$ cat src/hdl/hall_position_speed_counter_macros.svh
// Assertion macros for the hall position and speed counter.
// Included by the top level; no other dependencies.
`ifndef HALL_POSITION_SPEED_COUNTER_MACROS_SVH
`define HALL_POSITION_SPEED_COUNTER_MACROS_SVH
`ifndef ASSERT_OFF
// property must hold at every clock edge outside reset
`define HPSC_ASSERT(lbl, clk, rstn, prop) \
    lbl: assert property (@(posedge clk) disable iff (!rstn) prop) \
        else $error("hpsc assertion failed");
// expression must never be true outside reset
`define HPSC_NEVER(lbl, clk, rstn, expr) \
    lbl: assert property (@(posedge clk) disable iff (!rstn) !(expr)) \
        else $error("hpsc forbidden condition seen");
`else
`define HPSC_ASSERT(lbl, clk, rstn, prop)
`define HPSC_NEVER(lbl, clk, rstn, expr)
`endif
`endif

$ cat src/hdl/hpsc_pkg.sv
// Shared types, constants and hall decode functions for the hall counter.
// No dependencies; imported by the controller, datapath and top level.
package hpsc_pkg;

    localparam int unsigned TPR_W     = 12;
    localparam int unsigned TICK_W    = 32;
    localparam int unsigned TIME_W    = 32;
    localparam int unsigned SPEED_W   = 21;
    localparam int unsigned NUM_W     = 50;   // |delta| * 256000
    localparam int unsigned DEN_W     = 44;   // ticks_per_rotation * elapsed
    localparam int unsigned QUO_W     = 20;   // quotient bits below saturation
    localparam int unsigned CNT_W     = 5;
    localparam int unsigned IN_DATA_W  = 40;
    localparam int unsigned OUT_DATA_W = 56;

    localparam logic [TPR_W-1:0]   TPR_RESET    = 12'd90;
    localparam logic [17:0]        Q8_MS_SCALE  = 18'd256000;
    localparam logic [SPEED_W-1:0] SPEED_POS_SAT = 21'h0F_FFFF;
    localparam logic [SPEED_W-1:0] SPEED_NEG_SAT = 21'h10_0000;
    localparam logic [CNT_W-1:0]   DIV_LAST_BIT  = 5'd19;

    localparam logic [2:0] HALL_INVALID_LO = 3'd0;
    localparam logic [2:0] HALL_INVALID_HI = 3'd7;

    typedef enum logic [2:0] {
        ST_IDLE,
        ST_STEP,
        ST_TEST,
        ST_MUL,
        ST_SAT,
        ST_DIV,
        ST_OUT
    } t_state;

    typedef struct packed {
        logic cfg_wr;
        logic load;
        logic step;
        logic mul;
        logic sat;
        logic div;
        logic out_load;
    } t_dp_cmd;

    typedef struct packed {
        logic need_speed;
        logic ovf;
        logic div_last;
    } t_dp_status;

    typedef struct packed {
        logic       valid;
        logic [2:0] pos;
    } t_hall_pos;

    // order 1,5,4,6,2,3 -> positions 0..5
    function automatic t_hall_pos hall_pos(input logic [2:0] code);
        t_hall_pos r;
        r.valid = 1'b1;
        unique case (code)
            3'd1:    r.pos = 3'd0;
            3'd5:    r.pos = 3'd1;
            3'd4:    r.pos = 3'd2;
            3'd6:    r.pos = 3'd3;
            3'd2:    r.pos = 3'd4;
            3'd3:    r.pos = 3'd5;
            default: begin
                r.valid = 1'b0;
                r.pos   = 3'd0;
            end
        endcase
        return r;
    endfunction

    // shortest signed step between two positions, -3..+3
    function automatic logic signed [3:0] hall_step(input logic [2:0] pos,
                                                    input logic [2:0] prev);
        logic signed [3:0] d;
        d = signed'({1'b0, pos}) - signed'({1'b0, prev});
        if (d < -4'sd2) begin
            d = d + 4'sd6;
        end else if (d > 4'sd2) begin
            d = d - 4'sd6;
        end
        return d;
    endfunction

endpackage

$ cat src/hdl/hall_position_speed_counter.sv
// After an input accept the sample is stepped and tested. A speed refresh adds the
// multiply and saturation check, then the 20-step restoring divider unless the
// speed saturates; the output beat is loaded once the output register is free.
// A new sample waits for idle; the one-bit-per-cycle divider sets the worst case.
// Reset (i_rst_n low, synchronous): counts, marks, last code and speed cleared,
// ticks_per_rotation back to 90, no output beat pending.
`include "hall_position_speed_counter_macros.svh"
module hall_position_speed_counter
    import hpsc_pkg::*;
(
    input  logic                  i_clk,
    input  logic                  i_rst_n,
    input  logic                  s_axis_tvalid,
    output logic                  s_axis_tready,
    // [2:0] hall_code, [34:3] time_ms, [35] clear_count, [39:36] zero
    input  logic [IN_DATA_W-1:0]  s_axis_tdata,
    input  logic                  i_cfg_valid,
    output logic                  o_cfg_ready,
    input  logic [TPR_W-1:0]      i_cfg_data,
    output logic                  m_axis_tvalid,
    input  logic                  m_axis_tready,
    // [31:0] position_ticks, [52:32] speed_q8, [53] speed_updated,
    // [54] code_invalid, [55] zero
    output logic [OUT_DATA_W-1:0] m_axis_tdata
);

    t_dp_cmd    w_cmd;
    t_dp_status w_status;

    hpsc_ctrl u_ctrl (
        .i_clk       (i_clk),
        .i_rst_n     (i_rst_n),
        .i_in_valid  (s_axis_tvalid),
        .o_in_ready  (s_axis_tready),
        .i_cfg_valid (i_cfg_valid),
        .o_cfg_ready (o_cfg_ready),
        .i_out_ready (m_axis_tready),
        .o_out_valid (m_axis_tvalid),
        .i_status    (w_status),
        .o_cmd       (w_cmd)
    );

    hpsc_datapath u_datapath (
        .i_clk      (i_clk),
        .i_rst_n    (i_rst_n),
        .i_cmd      (w_cmd),
        .o_status   (w_status),
        .i_cfg_data (i_cfg_data),
        .i_in_data  (s_axis_tdata),
        .o_out_data (m_axis_tdata)
    );

    `HPSC_ASSERT(a_busy_after_accept, i_clk, i_rst_n, s_axis_tvalid && s_axis_tready |=> !s_axis_tready)
    `HPSC_NEVER(a_no_accept_in_div, i_clk, i_rst_n, w_cmd.div && (s_axis_tready || o_cfg_ready))
    `HPSC_NEVER(a_invalid_no_update, i_clk, i_rst_n, m_axis_tvalid && m_axis_tdata[54] && m_axis_tdata[53])

endmodule

$ cat src/hdl/hpsc_ctrl.sv
// Sequencer for the hall counter: handshakes and datapath commands.
// Depends on hpsc_pkg.
module hpsc_ctrl
    import hpsc_pkg::*;
(
    input  logic       i_clk,
    input  logic       i_rst_n,
    input  logic       i_in_valid,
    output logic       o_in_ready,
    input  logic       i_cfg_valid,
    output logic       o_cfg_ready,
    input  logic       i_out_ready,
    output logic       o_out_valid,
    input  t_dp_status i_status,
    output t_dp_cmd    o_cmd
);

    t_state r_state, n_state;
    logic   r_out_valid, n_out_valid;

    always_ff @(posedge i_clk) begin
        if (!i_rst_n) begin
            r_state     <= ST_IDLE;
            r_out_valid <= 1'b0;
        end else begin
            r_state     <= n_state;
            r_out_valid <= n_out_valid;
        end
    end

    always_comb begin
        n_state     = r_state;
        o_cmd       = '0;
        n_out_valid = r_out_valid && !i_out_ready;
        unique case (r_state)
            ST_IDLE: begin
                o_cmd.cfg_wr = i_cfg_valid;
                o_cmd.load   = i_in_valid;
                if (i_in_valid) begin
                    n_state = ST_STEP;
                end
            end
            ST_STEP: begin
                o_cmd.step = 1'b1;
                n_state    = ST_TEST;
            end
            ST_TEST: begin
                n_state = i_status.need_speed ? ST_MUL : ST_OUT;
            end
            ST_MUL: begin
                o_cmd.mul = 1'b1;
                n_state   = ST_SAT;
            end
            ST_SAT: begin
                o_cmd.sat = 1'b1;
                n_state   = i_status.ovf ? ST_OUT : ST_DIV;
            end
            ST_DIV: begin
                o_cmd.div = 1'b1;
                if (i_status.div_last) begin
                    n_state = ST_OUT;
                end
            end
            ST_OUT: begin
                // output register free or emptying this cycle
                if (!r_out_valid || i_out_ready) begin
                    o_cmd.out_load = 1'b1;
                    n_out_valid    = 1'b1;
                    n_state        = ST_IDLE;
                end
            end
            default: begin
                n_state = ST_IDLE;
            end
        endcase
    end

    assign o_in_ready  = (r_state == ST_IDLE);
    assign o_cfg_ready = (r_state == ST_IDLE);
    assign o_out_valid = r_out_valid;

endmodule

$ cat src/hdl/hpsc_datapath.sv
// Datapath of the hall counter: tick state, speed multipliers, serial divider.
// Depends on hpsc_pkg; driven by hpsc_ctrl commands.
module hpsc_datapath
    import hpsc_pkg::*;
(
    input  logic                  i_clk,
    input  logic                  i_rst_n,
    input  t_dp_cmd               i_cmd,
    output t_dp_status            o_status,
    input  logic [TPR_W-1:0]      i_cfg_data,
    input  logic [IN_DATA_W-1:0]  i_in_data,
    output logic [OUT_DATA_W-1:0] o_out_data
);

    logic [TPR_W-1:0]   r_tpr;
    logic [2:0]         r_in_code;
    logic [TIME_W-1:0]  r_in_time;
    logic               r_in_clear;
    logic [2:0]         r_last_code;
    logic [TICK_W-1:0]  r_tick;
    logic [TICK_W-1:0]  r_mark_ticks;
    logic [TIME_W-1:0]  r_mark_time;
    logic [SPEED_W-1:0] r_speed;
    logic               r_updated;
    logic               r_invalid;
    logic [TICK_W-1:0]  r_delta;
    logic               r_check;
    logic               r_neg;
    logic [NUM_W-1:0]   r_num;
    logic [DEN_W-1:0]   r_den;
    logic [NUM_W-1:0]   r_rem;
    logic [62:0]        r_dsh;
    logic [QUO_W-1:0]   r_quo;
    logic [CNT_W-1:0]   r_cnt;
    logic [OUT_DATA_W-1:0] r_out_data;

    // step evaluation on the latched sample
    logic [2:0]        last_eff;
    logic [TICK_W-1:0] tick_eff;
    logic [TICK_W-1:0] mark_eff;
    t_hall_pos         pos_cur;
    t_hall_pos         pos_prev;
    logic signed [3:0] step;
    logic [TICK_W-1:0] tick_new;
    logic              check_new;
    logic [TICK_W-1:0] mag;
    logic              ge;
    logic [QUO_W-1:0]  quo_final;

    always_comb begin
        last_eff  = r_in_clear ? '0 : r_last_code;
        tick_eff  = r_in_clear ? '0 : r_tick;
        mark_eff  = r_in_clear ? '0 : r_mark_ticks;
        pos_cur   = hall_pos(r_in_code);
        pos_prev  = hall_pos(last_eff);
        step      = hall_step(pos_cur.pos, pos_prev.pos);
        tick_new  = tick_eff;
        check_new = 1'b0;
        if ((r_in_code != last_eff) && pos_cur.valid) begin
            if (!pos_prev.valid) begin
                tick_new = '0;
            end else begin
                tick_new  = tick_eff + {{(TICK_W-4){step[3]}}, step};
                check_new = 1'b1;
            end
        end
    end

    assign mag       = r_delta[TICK_W-1] ? (TICK_W'(0) - r_delta) : r_delta;
    assign ge        = ({13'd0, r_rem} >= r_dsh);
    assign quo_final = {r_quo[QUO_W-2:0], ge};

    assign o_status.need_speed = r_check && (mag >= {{(TICK_W-TPR_W){1'b0}}, r_tpr});
    // quotient would reach 2^20: saturate (also catches a zero divisor)
    assign o_status.ovf        = ({14'd0, r_num} >= {r_den, 20'd0});
    assign o_status.div_last   = (r_cnt == '0);

    // control state
    always_ff @(posedge i_clk) begin
        if (!i_rst_n) begin
            r_tpr        <= TPR_RESET;
            r_last_code  <= '0;
            r_tick       <= '0;
            r_mark_ticks <= '0;
            r_mark_time  <= '0;
            r_speed      <= '0;
        end else begin
            if (i_cmd.cfg_wr) begin
                r_tpr <= i_cfg_data;
            end
            if (i_cmd.step) begin
                r_last_code <= r_in_code;
                r_tick      <= tick_new;
                if (r_in_clear) begin
                    r_mark_ticks <= '0;
                    r_mark_time  <= '0;
                end
            end
            if (i_cmd.mul) begin
                r_mark_ticks <= r_tick;
                r_mark_time  <= r_in_time;
            end
            if (i_cmd.sat && o_status.ovf) begin
                r_speed <= r_neg ? SPEED_NEG_SAT : SPEED_POS_SAT;
            end
            if (i_cmd.div && o_status.div_last) begin
                r_speed <= r_neg ? (SPEED_W'(0) - {1'b0, quo_final})
                                 : {1'b0, quo_final};
            end
        end
    end

    // payload
    always_ff @(posedge i_clk) begin
        if (i_cmd.load) begin
            r_in_code  <= i_in_data[2:0];
            r_in_time  <= i_in_data[34:3];
            r_in_clear <= i_in_data[35];
        end
        if (i_cmd.step) begin
            r_delta   <= tick_new - mark_eff;
            r_check   <= check_new;
            r_invalid <= !pos_cur.valid;
            r_updated <= 1'b0;
        end
        if (i_cmd.mul) begin
            r_num     <= NUM_W'(mag) * NUM_W'(Q8_MS_SCALE);
            r_den     <= DEN_W'(r_tpr) * DEN_W'(r_in_time - r_mark_time);
            r_neg     <= r_delta[TICK_W-1];
            r_updated <= 1'b1;
        end
        if (i_cmd.sat) begin
            r_rem <= r_num;
            r_dsh <= {r_den, 19'd0};
            r_quo <= '0;
            r_cnt <= DIV_LAST_BIT;
        end
        if (i_cmd.div) begin
            if (ge) begin
                r_rem <= r_rem - r_dsh[NUM_W-1:0];
            end
            r_quo <= quo_final;
            r_dsh <= r_dsh >> 1;
            r_cnt <= r_cnt - 1'b1;
        end
        if (i_cmd.out_load) begin
            r_out_data <= {1'b0, r_invalid, r_updated, r_speed, r_tick};
        end
    end

    assign o_out_data = r_out_data;

endmodule
$ cat config.mk
export PLATFORM = sky130hd
export DESIGN_NAME = hall_position_speed_counter
export DESIGN_NICKNAME = d
export VERILOG_FILES = /design/src/hdl/hpsc_pkg.sv /design/src/hdl/hall_position_speed_counter.sv /design/src/hdl/hpsc_ctrl.sv /design/src/hdl/hpsc_datapath.sv
export VERILOG_INCLUDE_DIRS = /design/src /design/src/hdl
export SDC_FILE = /design/constraint.sdc
export NUM_CORES = 2
export LEC_CHECK = 0
export ABC_AREA = 1
export BUFFER_PORTS_ARGS = -buffer_cell sky130_fd_sc_hd__buf_2
export CAP_MARGIN = 15
export CORE_UTILIZATION = 59
export DETAILED_ROUTE_END_ITERATION = 12
export PLACE_DENSITY = 0.85
export SETUP_SLACK_MARGIN = 0.1
export SLEW_MARGIN = 20
export SYNTH_ARGS = -nofsm -noshare
export SYNTH_HDL_FRONTEND = slang
export SYNTH_SLANG_ARGS = --single-unit
$ cat constraint.sdc
create_clock -name i_clk -period 6.64 [get_ports i_clk]
set_input_delay 0.332 -clock i_clk [delete_from_list [all_inputs] [get_ports i_clk]]
set_output_delay 0.332 -clock i_clk [all_outputs]
set_load 0.02 [all_outputs]
# == After elaboration in Yosys (flattened, before gate mapping) ==
# Cells that the tools add are included.
# totals
inputBits,57
out_inout_bits,59
wordCells,128
register_bits,483
# op_classes
add_sub_neg,10
n_eq_ne,22
n_mul,2
muxes,46
n_reduce_logical,19
n_lt_le_gt_ge,5
# ops
cell,n
two-way mux 32 bit,10
two-way mux 50 bit,3
two-way mux 62 bit,2
two-way mux 21 bit,4
>= comparator 50 x 64 -> 1 bit,1
>= comparator 50 x 63 -> 1 bit,1
subtractor 50 bit,1
multiplier 12 x 44 -> 44 bit,1
multiplier 32 x 7 -> 39 bit (second input constant),1
two-way mux 19 bit,2
subtractor 32 x 32 -> 33 bit,1
adder 32 bit,1
>= comparator 32 x 12 -> 1 bit,1
subtractor 1 x 32 -> 32 bit (first input constant),1
subtractor 32 bit,1
one-hot mux 3 bit (5 select lines),2
equality test 3 bit (second input constant),9
one-hot mux 3 bit (7 select lines),1
subtractor 1 x 20 -> 21 bit (first input constant),1
equality test 3 x 2 -> 1 bit (second input constant),6
two-way mux 3 bit,5
OR reduction 6 bit,2
two-way mux 1 bit,11
two-way mux 5 bit,2
20 further kinds,34

# == Depth between registers and ports, before layout ==
# logic_depth
word_depth,11
ltp_mapped,46
depth_no_buf,45

# == By module ==
# A second synthesis with hierarchy kept.
# unflattened
cells_unflattened,5964
hier_area_um2,48044.8
# by_module_without_submodules
mod,cells_each,n_inst,area_each_um2,seq_area_each_um2
hpsc_datapath,5908,1,47720.8,12542.0
hpsc_ctrl,56,1,324.1,80.1

# == Worst setup path after synthesis ==
# No wires, ideal clock.
# synth_path
kind,register to register
from,register u_datapath.r_in_time[0]
to,"register u_datapath.r_den[37], data pin"
t_arrival_ps,6816
t_required_ps,6382
setup_ps,258
path_stages_with_launch,37
setup_slack_ps,-435
path_buffers,1
period_less_slack_ps,7075
path_cell_list,edfxtp_1 > inv_1 > ha_1 > fa_1 > inv_1 > nand2_1 > nand2_1 > o21ai_1 > o21ai_1 > nand2_1 > nand2_1 > a21oi_2 > o21ai_1 > a21oi_1 > o21ai_0 > xor2_1 > buf_2 > nand2_1 > fa_1 > fa_1 > inv_1 > fa_1 > fa_1 > inv_1 > fa_1 > inv_1 > ha_1 > nand2_1 > a21oi_1 > a211oi_1 > a21boi_0 > nand3_1 > a21o_1 > a21oi_1 > nor2_1 > nor2_1 > xnor2_1
# synth_via
elab_chain_len,2
# synth_rtl
item,line,rtl
"start, declared",hpsc_datapath.sv:17,logic [TIME_W-1:0] r_in_time;
"start signal, assigned",hpsc_datapath.sv:117,r_in_time <= i_in_data[34:3];
subtractor 32 x 32 -> 33 bit,hpsc_datapath.sv:128,r_den <= DEN_W'(r_tpr) * DEN_W'(r_in_time - r_mark_time);
multiplier 12 x 44 -> 44 bit,hpsc_datapath.sv:128,
"end signal, assigned",hpsc_datapath.sv:128,
"end, declared",hpsc_datapath.sv:30,logic [DEN_W-1:0] r_den;
# Every way passes these cells.
# A chain may end at the register's enable or synchronous reset.

# == Worst setup path after layout ==
# layout_path
from,register u_datapath.r_in_time[2]
to,"register u_datapath.r_den[37], data pin"
# Same word-level chain as after synthesis.

==> key figures <==
Floorplanning
  – Starting density of the core: 0.595
  – Area of the core region: 78900 µm²
  – Overall die area: 80700 µm²
  – Floorplan die width: 284 µm
  – Total number of placement rows: 103
  – Count of pins on the block boundary: 116
  – Y dimension of the die: 284 µm

Routing
  – Initial drt markers: 4192
  – Post-DR vias/cell: 5.83
  – Routed WL: 146000 µm
  – WL/cell: 19.6 µm
  – Routed Antenna Nets: 0
  – Total number of vias: 43200
  – Count of unresolved DRC violations after routing: 0
  – Pre-antenna DRT Iters: 8

Setup path
  – Beginning of the critical path: u_datapath.r_in_time[2]
  – Slowest cell on crit path: fa_1
  – R2r startpoint: u_datapath.r_in_time[2]
  – CP Launch Type: flop
  – Flop2flop setup slack: -0.55 ns
  – Arrival time at the worst endpoint: 7.53 ns
  – Data required time of the critical path: 6.98 ns
  – Largest stage delay on the critical path: 0.62 ns
  – Highest fanout seen on the critical path: 4
  – Kind of capture point of the worst setup path: flop
  – Category of the most critical setup path: flop to flop

Clock tree
  – Deepest level of the CTS H-tree: 2
  – Buffers from clock root to sink, at most: 3
  – CTS tree: built
  – Clock sink count: 483
  – Number of clock buffers inserted by TritonCTS: 53
  – CTS Root Cell: clkbuf_16
  – Register clock-pin slew on the reported worst setup and hold paths: 0.07 ns
  – Clock latency reported for the late side of the worst-skew pair: 0.64 ns

Timing
  – Worst slew margin relative to its limit: 0.151
  – Final critical-path share of the clock period: 1.08
  – Number of endpoints failing setup at the final stage: 25
  – RSZ-0062 raised after global routing: true
  – Time the worst path needs with I/O delays and setup: 7.19 ns
  – Fin worst setup slack: -0.549 ns
  – Pins over their slew limit: 0
  – Worst setup skew after layout: 0.0581 ns
  – Max frequency: 0.139 GHz
  – Worst Tran Pin Value: 1.26 ns
  – Final Hold Viols: 0

Synthesis
  – Mapped Nets: 6655
  – Area of the mapped netlist: 46900 µm²
  – Number of synthesis warnings: 0
  – Dominant synthesized flop cell: edfxtp_1
  – Post-synthesis sequential element count: 483
  – Number of library cell types mapped by synthesis: 66
  – Number of flops mapped to enable cells by yosys: 295
  – Mean instance size in the synthesized netlist: 8.10 µm²
  – Fraction of synthesis flops using an asynchronous set or reset pin: 0
  – Number of cells produced by synthesis: 5792
  – Portion of the post-synthesis area used by sequential elements: 0.269

Run status
  – Result of the run: complete, but fails checks
  – Failing checks: setup timing

Layout
  – Share of layout cells above drive strength 1: 0.183
  – Commonest non-fill, non-tap cell in the layout: nand2_1
  – Net count, final: 7181
  – Synthesis-to-finish area growth: 20.5%
  – Leading cell types in the layout, fill and taps excluded: nand2_1 (1044), inv_1 (1016), nor2_1 (470)
  – Filler cell count: 5471

Global routing
  – Global route overflow: 0
  – Number of antenna violations at the first check in global routing: 3
  – Wire length of the first global-routing pass: 222000 µm
  – Largest net degree at the start of global routing: 117
  – GRT Resource Usage Total: 0.344
  – Via count of the first global-routing pass: 43100

Run
  – Max-Cap Viols: 0

Worst hold path
  – Startpoint of the worst hold path: i_cfg_data[5]
  – Path type of the worst min-delay path: primary input to flop

Place
  – Final HPWL from detailed placement: 105000 µm
  – Final weighted congestion of routability-driven global placement: 0.993
  – Setup slack at placement: -0.523 ns
  – Buffers added on ports: 110
==> synth_stat cells, types with 8 or more instances <==
cell | n | area [µm²]
nand2_1 | 1121 | 4210
inv_1 | 1064 | 3990
nor2_1 | 511 | 1920
fa_1 | 466 | 9330
a21oi_1 | 400 | 2000
ha_1 | 340 | 4250
edfxtp_1 | 295 | 8860
nand3_1 | 281 | 1410
o21ai_0 | 270 | 1350
dfxtp_1 | 188 | 3760
xor2_1 | 149 | 1310
clkbuf_1 | 117 | 439
xnor2_1 | 65 | 569
nand4_1 | 57 | 357
nor3_1 | 43 | 215
a31oi_1 | 42 | 263
or2_2 | 37 | 231
o21ai_1 | 32 | 160
a21o_1 | 29 | 218
o211ai_1 | 26 | 195
nand2_2 | 21 | 131
nor4_1 | 20 | 125
nor2_2 | 16 | 100
buf_2 | 15 | 75.1
o21bai_1 | 14 | 105
inv_2 | 13 | 48.8
o31ai_1 | 12 | 90.1
buf_1 | 11 | 41.3
nand2_4 | 11 | 124
a211oi_1 | 10 | 75.1
o21a_1 | 9 | 67.6
a21boi_0 | 8 | 60.1
==> final timing paths <==
kind	endpoint	depth (start not counted)
hold reg to reg	u_datapath.o_out_data[51]	0
setup reg to reg	u_datapath.r_den[37]	34
hold / removal	u_datapath.r_tpr[5]	3
setup / recovery	u_datapath.r_den[37]	34
==> state kept, by name, summed over array words and instances (netlist names), 12 cells and up <==
| register | count |
|---|---|
| u_datapath.r_dsh | 63 |
| u_datapath.o_out_data | 55 |
| u_datapath.r_rem | 50 |
| u_datapath.r_den | 44 |
| u_datapath.r_num | 39 |
| u_datapath.r_delta | 32 |
| u_datapath.r_in_time | 32 |
| u_datapath.r_mark_ticks | 32 |
| u_datapath.r_mark_time | 32 |
| u_datapath.r_tick | 32 |
| u_datapath.r_speed | 21 |
| u_datapath.r_quo | 19 |
| u_datapath.r_tpr | 12 |
==> area by class of cell <==
| type | count | area [µm²] | area share |
|---|---|---|---|
| Multi-Input combinational cell | 4079 | 31700 | 0.561 |
| Timing Repair Buffer | 619 | 4880 | 0.0863 |
| Clock inverter | 40 | 558 | 0.00986 |
| Antenna cell | 2 | 5.00 | 0.0000885 |
| Tap cell | 1050 | 1310 | 0.0232 |
| Sequential cell | 483 | 12600 | 0.223 |
| Inverter | 1082 | 4080 | 0.0722 |
| Clock buffer | 59 | 1370 | 0.0242 |
==> worst max-delay path, delay by kind of cell (launching register included) <==
kind                     cells  cell delay (ns)
adder cells (fa/ha/maj)      7             3.14
flip-flops                   1             0.43
AO/OA/AOI/OAI                9             1.55
AND/OR/NAND/NOR             10             0.90
XOR/XNOR                     2             0.21
buffers and inverters        6             0.66
==> logic make-up (layout without fill, tap and decap cells) <==
family	after synthesis	after routing	share of synthesized area
adders and majority gates	806	806	0.289
DFF	483	483	0.269
buffers and inverters	1230	1800	0.0994
xor gates and xnor gates	216	216	0.0406
other	1	3	0.0000799
AOI/OAI and AO/OA	903	903	0.107
muxes	4	4	0.000853
and+or+nand+nor	2149	2149	0.194
==> through the flow <==
stage | cell area [µm²] | cells | setup TNS (ns) | util | hold WS [ns]
6_report | 56600 | 7414 | -8.37 | 0.717 | 0.0488
5_1_grt | 56600 | 7412 | -15.97 | 0.717 | 0.0840
3_3_place_gp | 51500 | 7173 | -5.92 | 0.653 | 0.413
4_1_cts | 55300 | 7367 | -2.89 | 0.702 | 0.0304
3_5_place_dp | 51500 | 7173 | -8.31 | 0.653 | 0.413
2_1_floorplan | 47200 | 5792 | -0.0401 | - | 0.400
==> per-layer routing <==
layer,track usage,routed length (µm),vias up
met3,0.0633,14000,620
met4,0.174,9320,2
met1,0.434,54300,20600
met2,0.567,67900,2360
li1,-,-,19600
met5,0,11,-
==> what timing repair did <==
item                       4_1_cts  5_1_grt
hold endpoints to repair        47        0
gates resized for setup        272      228
setup endpoints to repair       30       62
gates cloned                     0        0
pin swaps                      161      112
hold buffers                    47        0
setup buffers                   49       48
Power is not shown: default switching activity piles up to over one toggle a cycle in this logic, so the estimate is an artifact.
